--- src/design/assert_macros.svh ---
// ----------------------------------------------------------------------------
// assert_macros.svh
// clocked assertion helpers, sampled on clk and quiet while arst_n is low
// ----------------------------------------------------------------------------
`ifndef ASSERT_MACROS_SVH
`define ASSERT_MACROS_SVH

// plain property check
`define FTDT_ASSERT(label, prop, msg) \
	label: assert property (@(posedge clk) disable iff (!arst_n) (prop)) else $error(msg);

// same-cycle implication
`define FTDT_ASSERT_IMP(label, ante, cons, msg) \
	`FTDT_ASSERT(label, (ante) |-> (cons), msg)

// next-cycle implication
`define FTDT_ASSERT_NXT(label, ante, cons, msg) \
	`FTDT_ASSERT(label, (ante) |=> (cons), msg)

`endif

--- src/design/ftdt_pkg.sv ---
// ----------------------------------------------------------------------------
// ftdt_pkg
// types, constants and microcode table of the float to decimal text unit
// ----------------------------------------------------------------------------
`timescale 1ns / 1ps
`default_nettype none

package ftdt_pkg;

	localparam int EXP_BIAS   = 127;
	localparam int MANT_BITS  = 23;
	localparam int FRAC_BITS  = 24;
	localparam int INT_BITS   = 31;
	localparam int BCD_DIGITS = 10;
	localparam int ERR_EXP    = 31;
	localparam int MIN_EXP    = -23;

	localparam logic [6:0] CH_MINUS = 7'h2D;
	localparam logic [6:0] CH_POINT = 7'h2E;
	localparam logic [6:0] CH_NUL   = 7'h00;
	localparam logic [2:0] CH_DIGIT_HI = 3'b011;

	typedef enum logic [2:0] {
		ST_LOAD,
		ST_DABBLE,
		ST_SIGN,
		ST_SKIP,
		ST_INT,
		ST_POINT,
		ST_FRAC,
		ST_ERR
	} step_t;

	typedef enum logic [2:0] {
		OP_NONE,
		OP_LOAD,
		OP_DABBLE,
		OP_SKIP,
		OP_SHIFT,
		OP_FRAC
	} op_t;

	typedef enum logic [2:0] {
		SEL_NUL,
		SEL_MINUS,
		SEL_BCD,
		SEL_POINT,
		SEL_FRAC
	} sel_t;

	typedef enum logic [1:0] {
		LAST_NONE,
		LAST_ALWAYS,
		LAST_NDIG0,
		LAST_NDIG1
	} last_t;

	typedef enum logic [2:0] {
		C_NEVER,
		C_ALWAYS,
		C_ERR,
		C_CNT_MORE,
		C_SKIP_MORE,
		C_DCNT_MORE,
		C_NDIG_ZERO,
		C_NDIG_LAST
	} cond_t;

	typedef struct packed {
		op_t   op;
		logic  emit;
		logic  neg_only;
		logic  flag;
		sel_t  sel;
		last_t last;
		cond_t cond;
		step_t tgt_true;
		step_t tgt_false;
	} ctrl_word_t;

	function automatic ctrl_word_t ucode_rom(input step_t step);
		ctrl_word_t cw;
		cw = '{OP_NONE, 1'b0, 1'b0, 1'b0, SEL_NUL, LAST_NONE, C_ALWAYS, ST_LOAD, ST_LOAD};
		case (step)
			ST_LOAD: cw = '{OP_LOAD, 1'b0, 1'b0, 1'b0, SEL_NUL, LAST_NONE,
				C_ERR, ST_ERR, ST_DABBLE};
			ST_DABBLE: cw = '{OP_DABBLE, 1'b0, 1'b0, 1'b0, SEL_NUL, LAST_NONE,
				C_CNT_MORE, ST_DABBLE, ST_SIGN};
			ST_SIGN: cw = '{OP_NONE, 1'b1, 1'b1, 1'b0, SEL_MINUS, LAST_NONE,
				C_NEVER, ST_SIGN, ST_SKIP};
			ST_SKIP: cw = '{OP_SKIP, 1'b0, 1'b0, 1'b0, SEL_NUL, LAST_NONE,
				C_SKIP_MORE, ST_SKIP, ST_INT};
			ST_INT: cw = '{OP_SHIFT, 1'b1, 1'b0, 1'b0, SEL_BCD, LAST_NONE,
				C_DCNT_MORE, ST_INT, ST_POINT};
			ST_POINT: cw = '{OP_NONE, 1'b1, 1'b0, 1'b0, SEL_POINT, LAST_NDIG0,
				C_NDIG_ZERO, ST_LOAD, ST_FRAC};
			ST_FRAC: cw = '{OP_FRAC, 1'b1, 1'b0, 1'b0, SEL_FRAC, LAST_NDIG1,
				C_NDIG_LAST, ST_LOAD, ST_FRAC};
			ST_ERR: cw = '{OP_NONE, 1'b1, 1'b0, 1'b1, SEL_NUL, LAST_ALWAYS,
				C_ALWAYS, ST_LOAD, ST_LOAD};
			default: cw = '{OP_NONE, 1'b0, 1'b0, 1'b0, SEL_NUL, LAST_NONE,
				C_ALWAYS, ST_LOAD, ST_LOAD};
		endcase
		return cw;
	endfunction

endpackage

`default_nettype wire

--- src/design/float_to_decimal_text_unit.sv ---
// ----------------------------------------------------------------------------
// float_to_decimal_text_unit
// prints a single-precision bit pattern as ascii decimal text, one char a beat
// ----------------------------------------------------------------------------
// usage:
//   s_* channel takes one transaction per value: float bits and digit count.
//   m_* channel returns the characters of that value, tlast on the final one;
//   an exponent of 31 or more gives a single beat with tuser set and data 0.
// timing:
//   a microcoded step counter runs the value through a fixed program. after
//   the accept, a double-dabble loop turns the integer part into bcd, a sign
//   step handles the sign, the skip step drops leading zero digits (up to 9),
//   then one character leaves per cycle while the output is not stalled. a
//   too-large value goes from the load step straight to the error step. the
//   first character cannot leave before the double-dabble loop is done.
//   the next value is accepted when the program returns to its load step,
//   while the last character may still sit in the output register.
// stall:
//   a character step waits while the output register is full and not taken;
//   nothing is dropped. reset empties the output and returns to the load step.
// ----------------------------------------------------------------------------
`timescale 1ns / 1ps
`default_nettype none

`include "assert_macros.svh"

module float_to_decimal_text_unit #(
	parameter int MAX_FRACTION_DIGITS = 15
) (
	input  wire logic        clk,
	input  wire logic        arst_n,
	input  wire logic        s_tvalid,
	output      logic        s_tready,
	input  wire logic [39:0] s_tdata,  // [31:0] float_bits, [35:32] fraction_digits
	output      logic        m_tvalid,
	input  wire logic        m_tready,
	output      logic [7:0]  m_tdata,  // [6:0] text_char
	output      logic        m_tlast,  // is_last
	output      logic        m_tuser   // [0] too_large
);
	import ftdt_pkg::*;

	localparam int NW = $clog2(MAX_FRACTION_DIGITS + 1);
	localparam int CW = $clog2(INT_BITS + 1);
	localparam int DW = $clog2(BCD_DIGITS + 1);
	localparam int BW = 4 * BCD_DIGITS;

	step_t      upc_q, upc_d;
	ctrl_word_t cw;
	logic       step_go, cond_true, emit_en, out_free, s_fire;

	logic [INT_BITS-1:0]  ipart_q;
	logic [FRAC_BITS-1:0] fpart_q;
	logic [BW-1:0]        bcd_q, bcd_adj;
	logic [CW-1:0]        cnt_q;
	logic [DW-1:0]        dcnt_q;
	logic [NW-1:0]        ndig_q;
	logic                 neg_q;

	logic [6:0] char_q;
	logic       last_q, tuser_q, m_tvalid_q;

	// load-time decode
	logic [7:0]           exp_f;
	logic [23:0]          mant24;
	logic signed [9:0]    exp_unb, e_m23, e_p1, r23_me, neg_sh;
	logic                 load_err, load_neg;
	logic [INT_BITS-1:0]  ipart_ld;
	logic [FRAC_BITS-1:0] fpart_ld;
	logic [NW-1:0]        ndig_ld;

	logic [27:0] fprod;
	logic        skip_more;
	logic [6:0]  char_d;
	logic        last_d;

	assign exp_f    = s_tdata[30:23];
	assign mant24   = {1'b1, s_tdata[22:0]};
	assign exp_unb  = $signed({2'b00, exp_f}) - $signed(10'(EXP_BIAS));
	assign e_m23    = exp_unb - $signed(10'(MANT_BITS));
	assign e_p1     = exp_unb + 10'sd1;
	assign r23_me   = $signed(10'(MANT_BITS)) - exp_unb;
	assign neg_sh   = -e_p1;
	assign load_err = (exp_unb >= $signed(10'(ERR_EXP)));
	assign load_neg = s_tdata[31] && (s_tdata[30:0] != 31'd0);

	always_comb begin
		ipart_ld = '0;
		fpart_ld = '0;
		if (exp_unb >= $signed(10'(MANT_BITS))) begin
			ipart_ld = {7'd0, mant24} << e_m23[2:0];
		end else if (exp_unb >= 10'sd0) begin
			ipart_ld = {7'd0, mant24} >> r23_me[4:0];
			fpart_ld = mant24 << e_p1[4:0];
		end else if (exp_unb >= $signed(10'(MIN_EXP))) begin
			fpart_ld = mant24 >> neg_sh[4:0];
		end
		if (int'(s_tdata[35:32]) > MAX_FRACTION_DIGITS) begin
			ndig_ld = NW'(MAX_FRACTION_DIGITS);
		end else begin
			ndig_ld = NW'(s_tdata[35:32]);
		end
	end

	// add-3 correction of every bcd digit before the shift
	always_comb begin
		for (int i = 0; i < BCD_DIGITS; i++) begin
			bcd_adj[4*i +: 4] = (bcd_q[4*i +: 4] >= 4'd5) ? bcd_q[4*i +: 4] + 4'd3
				: bcd_q[4*i +: 4];
		end
	end

	assign fprod     = ({4'd0, fpart_q} << 3) + ({4'd0, fpart_q} << 1);
	assign skip_more = (bcd_q[BW-1 -: 4] == 4'd0) && (dcnt_q != DW'(1));

	// sequencer: control word, condition, stall and next step
	always_comb begin
		cw       = ucode_rom(upc_q);
		out_free = !m_tvalid_q || m_tready;
		emit_en  = cw.emit && (!cw.neg_only || neg_q);
		s_tready = (cw.op == OP_LOAD);
		s_fire   = s_tvalid && s_tready;
		step_go  = !((cw.op == OP_LOAD) && !s_tvalid) && !(emit_en && !out_free);
		case (cw.cond)
			C_NEVER:     cond_true = 1'b0;
			C_ALWAYS:    cond_true = 1'b1;
			C_ERR:       cond_true = load_err;
			C_CNT_MORE:  cond_true = (cnt_q != CW'(1));
			C_SKIP_MORE: cond_true = skip_more;
			C_DCNT_MORE: cond_true = (dcnt_q != DW'(1));
			C_NDIG_ZERO: cond_true = (ndig_q == NW'(0));
			C_NDIG_LAST: cond_true = (ndig_q == NW'(1));
			default:     cond_true = 1'b0;
		endcase
		upc_d = upc_q;
		if (step_go) begin
			upc_d = cond_true ? cw.tgt_true : cw.tgt_false;
		end
		case (cw.sel)
			SEL_MINUS: char_d = CH_MINUS;
			SEL_BCD:   char_d = {CH_DIGIT_HI, bcd_q[BW-1 -: 4]};
			SEL_POINT: char_d = CH_POINT;
			SEL_FRAC:  char_d = {CH_DIGIT_HI, fprod[27:24]};
			default:   char_d = CH_NUL;
		endcase
		case (cw.last)
			LAST_ALWAYS: last_d = 1'b1;
			LAST_NDIG0:  last_d = (ndig_q == NW'(0));
			LAST_NDIG1:  last_d = (ndig_q == NW'(1));
			default:     last_d = 1'b0;
		endcase
	end

	always_ff @(posedge clk or negedge arst_n) begin
		if (!arst_n) begin
			upc_q <= ST_LOAD;
		end else begin
			upc_q <= upc_d;
		end
	end

	// datapath
	always_ff @(posedge clk) begin
		if (step_go) begin
			case (cw.op)
				OP_LOAD: begin
					ipart_q <= ipart_ld;
					fpart_q <= fpart_ld;
					ndig_q  <= ndig_ld;
					neg_q   <= load_neg;
					bcd_q   <= '0;
					cnt_q   <= CW'(INT_BITS);
					dcnt_q  <= DW'(BCD_DIGITS);
				end
				OP_DABBLE: begin
					bcd_q   <= {bcd_adj[BW-2:0], ipart_q[INT_BITS-1]};
					ipart_q <= {ipart_q[INT_BITS-2:0], 1'b0};
					cnt_q   <= cnt_q - CW'(1);
				end
				OP_SKIP: begin
					if (skip_more) begin
						bcd_q  <= {bcd_q[BW-5:0], 4'd0};
						dcnt_q <= dcnt_q - DW'(1);
					end
				end
				OP_SHIFT: begin
					bcd_q  <= {bcd_q[BW-5:0], 4'd0};
					dcnt_q <= dcnt_q - DW'(1);
				end
				OP_FRAC: begin
					fpart_q <= fprod[23:0];
					ndig_q  <= ndig_q - NW'(1);
				end
				default: begin
				end
			endcase
		end
	end

	// output register
	always_ff @(posedge clk or negedge arst_n) begin
		if (!arst_n) begin
			m_tvalid_q <= 1'b0;
		end else if (step_go && emit_en) begin
			m_tvalid_q <= 1'b1;
		end else if (m_tready) begin
			m_tvalid_q <= 1'b0;
		end
	end

	always_ff @(posedge clk) begin
		if (step_go && emit_en) begin
			char_q  <= char_d;
			last_q  <= last_d;
			tuser_q <= cw.flag;
		end
	end

	assign m_tvalid = m_tvalid_q;
	assign m_tdata  = {1'b0, char_q};
	assign m_tlast  = last_q;
	assign m_tuser  = tuser_q;

	`FTDT_ASSERT_IMP(a_err_beat, m_tvalid && m_tuser, m_tlast && (m_tdata == 8'd0), "error beat must be last with null data")
	`FTDT_ASSERT_IMP(a_frac_digit, (upc_q == ST_FRAC), (fprod[27:24] <= 4'd9), "fraction digit out of range")
	`FTDT_ASSERT_IMP(a_bcd_digit, (upc_q == ST_INT), (bcd_q[BW-1 -: 4] <= 4'd9), "integer bcd digit out of range")
	`FTDT_ASSERT_NXT(a_err_branch, s_fire && load_err, (upc_q == ST_ERR), "too-large value did not branch to error step")

endmodule

`default_nettype wire
--- config.mk ---
export PLATFORM = sky130hd
export DESIGN_NAME = float_to_decimal_text_unit
export DESIGN_NICKNAME = d
export VERILOG_FILES = /design/src/design/ftdt_pkg.sv /design/src/design/float_to_decimal_text_unit.sv
export VERILOG_INCLUDE_DIRS = /design/src /design/src/design
export SDC_FILE = /design/constraint.sdc
export NUM_CORES = 1
export LEC_CHECK = 0
export ABC_AREA = 1
export ABC_CLOCK_PERIOD_IN_PS = 5200
export BUFFER_PORTS_ARGS = -buffer_cell sky130_fd_sc_hd__buf_4
export CORE_ASPECT_RATIO = 1.75
export CORE_MARGIN = 10
export CORE_UTILIZATION = 55
export CTS_BUF_LIST = sky130_fd_sc_hd__clkbuf_8
export DETAILED_ROUTE_END_ITERATION = 16
export PLACE_DENSITY = 0.75
export SETUP_SLACK_MARGIN = 0.2
export SYNTH_ARGS = -nofsm -noshare
export SYNTH_HDL_FRONTEND = slang
export SYNTH_SLANG_ARGS = --single-unit
--- constraint.sdc ---
create_clock -name clk -period 5.2 [get_ports clk]
set_input_delay 1.04 -clock clk [delete_from_list [all_inputs] [get_ports clk]]
set_output_delay 1.04 -clock clk [all_outputs]
set_load 0.03 [all_outputs]
==> impl_results.md, run 1 <==
- Hold buffers post-CTS: 0
- Worst slew pin tran: 1.145 ns
- Req. time, crit path: between 5 and 6 ns
- Crit Reg-Reg Endpoint: bcd_q[11]
- VDD IR max: 312.6 uV
- Root Buffer: clkbuf_8
- Peak Freq: 270.1 MHz
- Synth cell types: 57
- Crit Path Class: flip-flop to flip-flop
- Placement Rows: 70
- Ports: 56
- Post-Route Skew: ~0.014 ns
- Reg clk slew, reported paths: 0.08 ns
- Input/output buffers: 49
- Synthesis-to-layout area growth: 6.903%
- GPL Wtd Cong: 1.024
- Width of the chip: 130.3 um
- Final Hold Vio Count: 0
- Starting Density: 55.94%
- Fin crit period: 3.702 ns
- Largest net degree at the start of global routing: 69
- Share of cells above drive strength 1: 8.661%
- Ranking of synthesized cells by area: edfxtp_1 30%, nand2_1 17%, o21ai_0 7.8%
- EDFF count, synth: 117
- Critical Path Sink Type: flip-flop
- Antenna violations before repair: 0
- Area of the mapped netlist: between 10000 and 15000 sq um
- Met2 wire len: 18.89 mm
- Antenna diodes: 0
- Gr usage total: 26.63%
- Vias in the first global route: 11590
- Final worst-path cycle share: 71.19%
- Core area: 20930 sq um
- Top FF cell, synth: edfxtp_1
- Overflow after GRT: 0
- Worst Setup SP: upc_q[0]
- Worst EP arrival: 3.95 ns
- Worst path bufs/invs: 3
- Crit path depth: 8
- Worst reg-to-reg path cell count: 8
- Worst-Skew Late Latency: 0.46 ns
- Lkg Pwr: 5.708 nW
- Wire length on met3: 1.353 mm
- Worst slew margin: 23.59%
- Routed WL: 36.66 mm
- CTS buffer count: 17
- Post-cts sizing count: 0
- Power per standard cell area: 585.8 nW/um^2
- H-tree levels: 4
- M1 WL: 13.10 mm
- Warnings, synthesis: 0
- Most common cell after layout, fill and taps aside: nand2_1
- Layout Nets: 1873
- DR iter-0 viols: 879
- Fin Setup TNS: 0 ns
- Post-CTS setup buffer count: 0
- Critical path fanouts, max: 37
- Syn_area_per_cell: ~6.7 sq um
- RSZ-0062 raised after global routing: false
- Status: finished clean
- Leading area contributor after synthesis: edfxtp_1
- CP top delay family: buffers and inverters
- Setup violators final: 0
- CTS Sinks: 121
- Max_cap viols: 0
- Die Area: about 28000 sq um
- CP peak stage delay: between 0.8 and 0.9 ns
- Crit start category: flip-flop
- Pins Over Slew Limit: 0
- Reg2reg setup slack: 1.50 ns
- Crit path to: bcd_q[11]
- Commonest cells after routing, fill and taps aside: 529 x nand2_1, 182 x o21ai_0, 167 x inv_1
- Global-route wire length before repair: 58.10 mm
- Cells after DPL: 1998
- Synth top area share: a little under a third
- Die Height: 213.0 um
- Routed Antenna Nets: 0
- Non-Filler Instances: 2030
- Max Buffers Root-to-Sink: 2
- DR vias/cell: 5.908
- Hold Path Class: primary input to async pin
- WL/cell: 18.06 um
- Sequential share of the synthesized area: around 31%
- Synthesized flop and latch total: 121
- Slowest CP cell: clkinv_1
- DR pass1 iterations: 5
- CTS tree: done
- Post-Syn Instances: 1755
- Vias: 11990
- Cell Chain, Critical Path: inv_1 -> ha_1 -> nand2_1 -> nor2_1 -> buf_4 -> a21oi_1 -> clkinv_1 -> o21ai_0
- Top sig layer: met4
- Residual DRC: 0
- Worst R2R Start: upc_q[0]
- Hpwl dp: 28.90 mm
- Fraction of registers with async set/reset: 3.306%
-- area by class of cell --
| cell class | instances | area, sq um |
|---|---|---|
| fillers | 2093 | 8416 |
| flip-flops and latches | 121 | 3613 |
| inverters | 177 | 669.4 |
| repair buffers | 71 | 545.5 |
| multi-input cells | 1377 | 7012 |
| clock inverters | 15 | 127.6 |
| clock buffers | 17 | 234.0 |
| well taps | 252 | 315.3 |
-- through the flow --
stage	cell area, sq um	setup slack, ns	hold slack [ns]	utilization [%]	power (mW)
floorplan	11720	1.257	0.4944	-	5.298
global placement	12160	1.308	0.5077	58.07	6.335
detailed placement	12160	1.247	0.5091	58.07	6.459
CTS	12520	1.523	0.3509	59.80	7.287
global route	12520	1.180	0.3577	59.80	7.977
finish	12520	1.498	0.3765	59.80	7.332
-- Yosys cell counts (8+ instances only) --
| cell | count |
|---|---|
| ha_1 | 63 |
| o21ai_1 | 22 |
| nand2_2 | 14 |
| o21ai_0 | 182 |
| o211ai_1 | 24 |
| nand2_1 | 529 |
| o22ai_1 | 16 |
| inv_1 | 166 |
| xor2_1 | 10 |
| clkbuf_1 | 27 |
| buf_2 | 26 |
| a31oi_1 | 17 |
| nand3_1 | 153 |
| nor2_1 | 144 |
| a21oi_1 | 88 |
| edfxtp_1 | 117 |
| inv_2 | 8 |
| nand4_1 | 16 |
| buf_4 | 14 |
-- where the power goes --
part	internal, mW	switching [mW]	total (mW)
combinational	1.33	3.01	4.34
sequential	1.87	0.324	2.20
clock	0.376	0.419	0.795
total	3.58	3.76	7.33
-- routing by layer --
layer / global-route usage (%) / vias to the layer above
met5: 0 / -
met4: 23.01 / 0
met3: 2.781 / 160
met2: 48.43 / 421
met1: 25.85 / 5479
li1: - / 5933
-- logic make-up (layout without fill, tap and decap cells) --
group                    count (synthesis)  in the layout  synth area share, %
flip-flops                             121            121                30.86
XOR/XNOR                                15             15                1.122
AO/OA/AOI/OAI                          388            388                18.48
multiplexers                             1              1              0.08549
adder cells (fa/ha/maj)                 64             64                6.903
buffers and inverters                  258            280                9.489
other                                    1              2              0.03203
AND/OR/NAND/NOR                        907            907                33.03
-- flip-flops by register name, indices dropped and copies added (netlist names) --
name and count:
char_q 6, ipart_q 31, dcnt_q 4, neg_q 1, ndig_q 4, bcd_q 40
m_tlast 1, m_tuser 1, cnt_q 5, upc_q 3, m_tvalid 1, fpart_q 24
-- worst min-delay path by stage --
stage	start	end	slack, ns	depth (start not counted)
6_report	arst_n	upc_q[2]	0.38	1
3_5_place_dp	ipart_q[6]	ipart_q[7]	0.51	2
3_3_place_gp	ipart_q[6]	ipart_q[7]	0.51	2
5_1_grt	arst_n	upc_q[2]	0.36	1
4_1_cts	arst_n	upc_q[2]	0.35	1
2_1_floorplan	ipart_q[3]	ipart_q[4]	0.49	2
Power figures use the tool's default switching activity.
==> run 2: changes to the inputs <==
- ABC_CLOCK_PERIOD_IN_PS: 5200 -> 3400
- clock period: 5.2 -> 3.4 ns (I/O delays scaled with it)
==> run 2 against run 1 <==
Routed wire length rose by 2.7%. Sequential cell count stayed put. Sequential power rose by 51%. Clock skew up 0.0029 ns. Register-to-register slack lost 0.97 ns. Clock power grew 71%. Critical path type is now primary input to flip-flop. Highest routed layer unchanged.
==> impl_results.md, run 2 (same netlist as run 1, synthesis figures left out) <==
- Final worst-path cycle share: between 80% and 90%
- Fin crit period: 2.882 ns
- DR iter-0 viols: 948 (was 879)
- Most frequent CP cell: nand2_1
- Post-Route Skew: 0.01650 ns (was 0.01359 ns)
- VDD IR max: 428.3 uV (was 312.6 uV)
- Most common cell after layout, fill and taps aside: nand2_1 (unchanged)
- Placement Rows: 70 (unchanged)
- Area of the multi-input gates: 7027 sq um (was 7012 sq um)
- Register area: 3613 sq um (unchanged)
- Input/output buffers: 49 (unchanged)
- Fin Setup TNS: 0 ns (unchanged)
- DR pass1 iterations: 6 (was 5)
- Crit start category: primary input (was flip-flop)
- Final Hold Vio Count: 0 (unchanged)
- Worst path bufs/invs: 5 (was 3)
- Gr usage total: 27.84% (was 26.63%)
- DR vias/cell: 5.800 (was 5.908)
- Largest net degree at the start of global routing: 69 (unchanged)
- Vias in the first global route: 11960 (was 11590)
- Worst slew margin: 53.26% (was 23.59%)
- Routed Antenna Nets: 0 (unchanged)
- RSZ-0062 raised after global routing: false (unchanged)
- WL/cell: 18.00 um (was 18.06 um)
- Top reg by flops: bcd_q (unchanged)
- CTS buffer count: 17 (unchanged)
- Overall Power: 11.60 mW (was 7.332 mW)
- Root Buffer: clkbuf_8 (unchanged)
- Critical Path Sink Type: flip-flop (unchanged)
- GPL Wtd Cong: 1.126 (was 1.024)
- Setup WS post-layout: 0.5177 ns (was 1.498 ns)
- Setup violators final: 0 (unchanged)
- Req. time, crit path: 3.62 ns (was 5.44 ns)
- CP top delay family: simple AND/OR/NAND/NOR gates (was buffers and inverters)
- Clock power share: 11.7% (was 10.8%)
- CTS tree: done (unchanged)
- Width of the chip: 130.3 um (unchanged)
- Overflow after GRT: 0 (unchanged)
- Core area: 20930 sq um (unchanged)
- Ports: 56 (unchanged)
- Die Area: 27750 sq um (unchanged)
- Post-cts sizing count: 0 (unchanged)
- Hold_ws: 0.4227 ns (was 0.3765 ns)
- Switching Fraction: 49.65% (was 51.24%)
- Hold buffers post-CTS: 1 (was 0)
- Vias: 12130 (was 11990)
- Commonest cells after routing, fill and taps aside: 528 x nand2_1, 182 x o21ai_0, 166 x inv_1 (was 529 x nand2_1, 182 x o21ai_0, 167 x inv_1)
- Antenna violations before repair: 1 (was 0)
- Starting Density: 55.94% (unchanged)
- Power per standard cell area: 889.2 nW/um^2 (was 585.8 nW/um^2)
- Max_cap viols: 0 (unchanged)
- Total net switching power: 5.760 mW (was 3.757 mW)
- Slowest CP cell: ha_1 (was clkinv_1)
- Worst-Skew Late Latency: 0.45 ns (was 0.46 ns)
- Post-CTS setup buffer count: 0 (unchanged)
- Post-Place Setup Slack: 0.09374 ns (was 1.247 ns)
- Die Height: 213.0 um (unchanged)
- Max Buffers Root-to-Sink: 2 (unchanged)
- Layout Nets: 1933 (was 1873)
- Filler cells: 2043 (was 2093)
- Peak Freq: 346.9 MHz
- Routed WL: 37.63 mm (was 36.66 mm)
- Status: finished clean (unchanged)
- Worst slew pin tran: 0.7003 ns (was 1.145 ns)
- Crit Path Class: primary input to flip-flop (was flip-flop to flip-flop)
- Share of cells above drive strength 1: 11.75% (was 8.661%)
- Residual DRC: 0 (unchanged)
- Worst EP arrival: 3.10 ns (was 3.95 ns)
- CTS Sinks: 121 (unchanged)
- H-tree levels: 4 (unchanged)
- Global-route wire length before repair: 60.44 mm (was 58.10 mm)
- CP peak stage delay: 0.29 ns (was 0.89 ns)
- Cell Chain, Critical Path: buf_4 -> ha_1 -> nand2_2 -> inv_1 -> nor2_1 -> ha_1 -> inv_1 -> nand2_1 -> nand2_1 -> inv_1 -> buf_4 -> o21ai_0 -> nand2_1 -> nand2_1 -> nand2_1 -> nand3_1 -> nand2_1 -> nand2_1 -> nand2_1 (was inv_1 -> ha_1 -> nand2_1 -> nor2_1 -> buf_4 -> a21oi_1 -> clkinv_1 -> o21ai_0)
- Pins Over Slew Limit: 0 (unchanged)
- Combinational fraction of design power: 59.6% (was 59.2%)
- Hpwl dp: 30.13 mm (was 28.90 mm)
- Max FFs per register: 40 (unchanged)
- Hold Path Class: primary input to flip-flop (was primary input to async pin)
- Internal Power: 5.842 mW (was 3.575 mW)
- Lkg Pwr: 6.024 nW (was 5.708 nW)
- Sequential share of power: 28.7% (was 30.0%)
- Reg clk slew, reported paths: 0.08 ns (about the same)
- Biggest regs: bcd_q x40, ipart_q x31, fpart_q x24 (unchanged)
- Synthesis-to-layout area growth: 11.43% (was 6.903%)
- Critical path fanouts, max: 10 (was 37)
==> run 2: layout make-up <==
cell class / count / share of cell area (%)
sequential: 121 / 27.69
clock inverter: 15 / 1.343
antenna: 1 / 0.01918
tap: 252 / 2.417
clock buffer: 17 / 1.793
multi-input combinational: 1377 / 53.86
timing repair buffer: 131 / 7.748
inverter: 177 / 5.130
==> run 2: power by group through the flow <==
stage          clock network (mW)  registers (mW)  logic (mW)
2_1_floorplan                   0            3.30        4.84
3_3_place_gp                    0            3.32        6.69
3_5_place_dp                    0            3.35        6.83
4_1_cts                      1.37            3.33        6.87
5_1_grt                      1.43            3.41        7.80
6_report                     1.36            3.33        6.92
==> run 2: final timing paths <==
check,start,endpoint,slack [ns],depth (start not counted)
setup / recovery,s_tdata[23],fpart_q[1],0.52,19
hold / removal,m_tready,m_tvalid,0.42,2
setup reg to reg,upc_q[1],bcd_q[20],0.53,12
hold reg to reg,ipart_q[3],ipart_q[4],0.53,2
max in group asynchronous,arst_n,m_tvalid,2.74,2
min in group asynchronous,arst_n,upc_q[0],0.56,2
==> run 2: worst register-to-register path: cells and delay by family (launching register included) <==
family / cells / cell delay (ns)
compound gates: 2 / 0.48
buf+inv: 3 / 0.62
fa+ha+maj: 1 / 0.35
flops: 1 / 0.47
simple gates: 6 / 0.62
==> run 2: per-layer routing <==
layer,track usage [%],up-vias,share of wire [%]
li1,-,6042,-
met1,26.83,5500,35
met2,50.70,419,52
met3,3.650,167,4.2
met4,23.25,0,8.7
met5,0,-,0
==> run 2: through the flow <==
| stage | std cells | cell area, sq um | util (%) |
|---|---|---|---|
| after floorplan | 1756 | 11750 | - |
| after global placement | 2057 | 12630 | 60.32 |
| after detailed placement | 2057 | 12630 | 60.32 |
| after CTS | 2090 | 13050 | 62.32 |
| after global routing | 2091 | 13050 | 62.33 |
| final | 2091 | 13050 | 62.33 |
==> run 3: changes to the inputs <==
- ABC_CLOCK_PERIOD_IN_PS: 3400 -> 2700
- PLACE_DENSITY: 0.75 -> 0.73
- clock period: 3.4 -> 2.7 ns (I/O delays scaled with it)
==> run 3 against run 2 <==
Clock-buffer cell count did not move. Largest power group unchanged. Cell count grew 4.1%. Via count up 4.0%. Largest cell class unchanged.
==> impl_results.md, run 3 (same netlist as run 1, synthesis figures left out) <==
- Setup violators final: 0 (unchanged)
- Ports: 56 (unchanged)
- Max_cap viols: 0 (unchanged)
- Worst R2R Start: upc_q[0] (was upc_q[1])
- CP peak stage delay: 0.43 ns (was 0.29 ns)
- Overflow after GRT: 0 (unchanged)
- Max Buffers Root-to-Sink: 2 (unchanged)
- WL/cell: 18.47 um (was 18.00 um)
- Synthesis-to-layout area growth: 20.81% (was 11.43%)
- Worst path bufs/invs: 4 (was 5)
- Antenna diodes: 0 (was 1)
- Starting Density: 55.94% (unchanged)
- CTS buffer count: 17 (unchanged)
- Vias: 12610 (was 12130)
- CTS Sinks: 121 (unchanged)
- Peak Freq: about 400 MHz
- DR vias/cell: 5.794 (was 5.800)
- Worst slew margin: 52.88% (was 53.26%)
- Share of cells above drive strength 1: 18.08% (was 11.75%)
- Most frequent CP cell: buf_6 (was nand2_1)
- Max FFs per register: 40 (unchanged)
- Final Hold Vio Count: 0 (unchanged)
- WHS Path Cells: 2 (unchanged)
- Biggest regs: bcd_q x40, ipart_q x31, fpart_q x24 (unchanged)
- Layout Nets: 2020 (was 1933)
- Root Buffer: clkbuf_8 (unchanged)
- Reg clk slew, reported paths: 0.08 ns (about the same)
- CP top delay family: flip-flops (was simple AND/OR/NAND/NOR gates)
- Die Height: 213.0 um (unchanged)
- Antenna violations before repair: 0 (was 1)
- Crit Path Class: flip-flop to output pin (was primary input to flip-flop)
- Req. time, crit path: 2.16 ns (was 3.62 ns)
- Crit start category: flip-flop (was primary input)
- Vias in the first global route: 12360 (was 11960)
- Input/output buffers: 49 (unchanged)
- H-tree levels: 4 (unchanged)
- Worst reg-to-reg path cell count: 14 (was 12)
- Routed Antenna Nets: 0 (unchanged)
- Slowest CP cell: dfrtp_2 (was ha_1)
- Min-delay src: m_tready (unchanged)
- DR pass1 iterations: 5 (was 6)
- Hold Crit Endpoint: m_tvalid (unchanged)
- Hold Path Class: primary input to flip-flop (unchanged)
- Power per standard cell area: 1149 nW/um^2 (was 889.2 nW/um^2)
- Status: finished clean (unchanged)
- Most common cell after layout, fill and taps aside: nand2_1 (unchanged)
- Overall Power: 16.26 mW (was 11.60 mW)
- Routed WL: 40.21 mm (was 37.63 mm)
- Final worst-path cycle share: 94.19%
- Die Area: 27750 sq um (unchanged)
- Core area: 20930 sq um (unchanged)
- Post-Route Skew: 0.01066 ns (was 0.01650 ns)
- Lkg Pwr: 6.523 nW (was 6.024 nW)
- Design Area, Final: 14140 sq um (was 13050 sq um)
- Critical Path Sink Type: output pin (was flip-flop)
- Fin crit period: roughly 2.5 ns
- DR iter-0 viols: 870 (was 948)
- VDD IR max: 539.0 uV (was 428.3 uV)
- Width of the chip: 130.3 um (unchanged)
- Worst-Skew Late Latency: 0.46 ns (was 0.45 ns)
- Top reg by flops: bcd_q (unchanged)
- Global-route wire length before repair: 62.95 mm (was 60.44 mm)
- Worst EP arrival: 2.00 ns (was 3.10 ns)
- Reg2reg setup slack: 0.16 ns (was 0.53 ns)
- Critical path fanouts, max: 4 (was 10)
- Placed Area: 13400 sq um (was 12630 sq um)
- CTS tree: done (unchanged)
- Largest net degree at the start of global routing: 57 (was 69)
- Crit Reg-Reg Endpoint: bcd_q[1] (was bcd_q[20])
- RSZ-0062 raised after global routing: true (was false)
- Worst slew pin tran: 0.6994 ns (was 0.7003 ns)
- Placement Rows: 70 (unchanged)
- Residual DRC: 0 (unchanged)
- Hpwl dp: 31.55 mm (was 30.13 mm)
- Pins Over Slew Limit: 0 (unchanged)
- Commonest cells after routing, fill and taps aside: 519 x nand2_1, 194 x buf_4, 166 x o21ai_0 (was 528 x nand2_1, 182 x o21ai_0, 166 x inv_1)
- GPL Wtd Cong: 1.020 (was 1.126)
- Cell Chain, Critical Path: clkinv_4 -> ha_4 -> nor2_4 -> a21oi_2 -> nor2_1 -> nand2_1 -> buf_6 -> inv_2 -> buf_6 (was buf_4 -> ha_1 -> nand2_2 -> inv_1 -> nor2_1 -> ha_1 -> inv_1 -> nand2_1 -> nand2_1 -> inv_1 -> buf_4 -> o21ai_0 -> nand2_1 -> nand2_1 -> nand2_1 -> nand3_1 -> nand2_1 -> nand2_1 -> nand2_1)
- Gr usage total: 29.13% (was 27.84%)
==> run 3: changes by cell type in the layout (fill, tap and decap cells not counted), sizes merged <==
cell      delta
buf         +82
nor2         +1
inv          -1
clkinvlp     +3
bufinv       -1
clkbuf       +3
diode        -1
==> run 3: layout make-up <==
type / instances / area, sq um
multi-input cells: 1378 / 7254
fillers: 1862 / 6788
flip-flops and latches: 121 / 3616
repair buffers: 216 / 1861
inverters: 177 / 690.7
well taps: 252 / 315.3
clock buffers: 17 / 234.0
clock inverters: 15 / 166.4
repair inverters: 1 / 7.507
==> run 3: where the power goes <==
group | internal [mW] | switching [mW] | leakage [nW]
Sequential | 3.59 | 0.620 | 1.17
Clock | 0.837 | 0.853 | 0.194
Combinational | 3.85 | 6.50 | 5.16
==> run 3: repair_timing <==
action	in CTS	in global routing
setup buffers	2	6
setup endpoints to repair	79	96
gates cloned	1	7
hold buffers	1	0
gates resized for setup	8	40
endpoints found under the hold margin	4	0
pin swaps	1	11
==> run 3: worst max path at each step <==
| stage | startpoint | end | slack, ns | cells after the start |
|---|---|---|---|---|
| after CTS | upc_q[0] | bcd_q[16] | 0.17 | 13 |
| after floorplan | upc_q[0] | bcd_q[0] | -0.31 | 12 |
| after global placement | s_tdata[23] | fpart_q[21] | -0.15 | 16 |
| after detailed placement | s_tdata[23] | fpart_q[21] | -0.18 | 16 |
| final | upc_q[0] | s_tready | 0.16 | 9 |
| after global routing | upc_q[0] | s_tready | 0.12 | 9 |
==> run 3: layer usage <==
layer	share of wire (%)	global-route usage (%)	routed length, um	vias to the layer above
met4	9.6	25.58	3877	0
met5	0	0	0	-
li1	-	-	-	6250
met1	35	28.38	13970	5756
met2	52	52.34	20870	427
met3	3.7	3.526	1491	180
==> run 3: metrics by stage <==
stage / hold slack (ns) / worst slack (ns) / cells / TNS [ns] / util [%]
after global placement: 0.3382 / -0.1465 / 2128 / -1.068 / 63.99
final: 0.2763 / 0.1569 / 2177 / 0 / 67.57
after CTS: 0.2596 / 0.1704 / 2164 / 0 / 66.16
after floorplan: 0.2444 / -0.3125 / 1756 / -13.09 / -
after global routing: 0.2704 / 0.1190 / 2177 / 0 / 67.57
after detailed placement: 0.3379 / -0.1763 / 2128 / -2.166 / 63.99
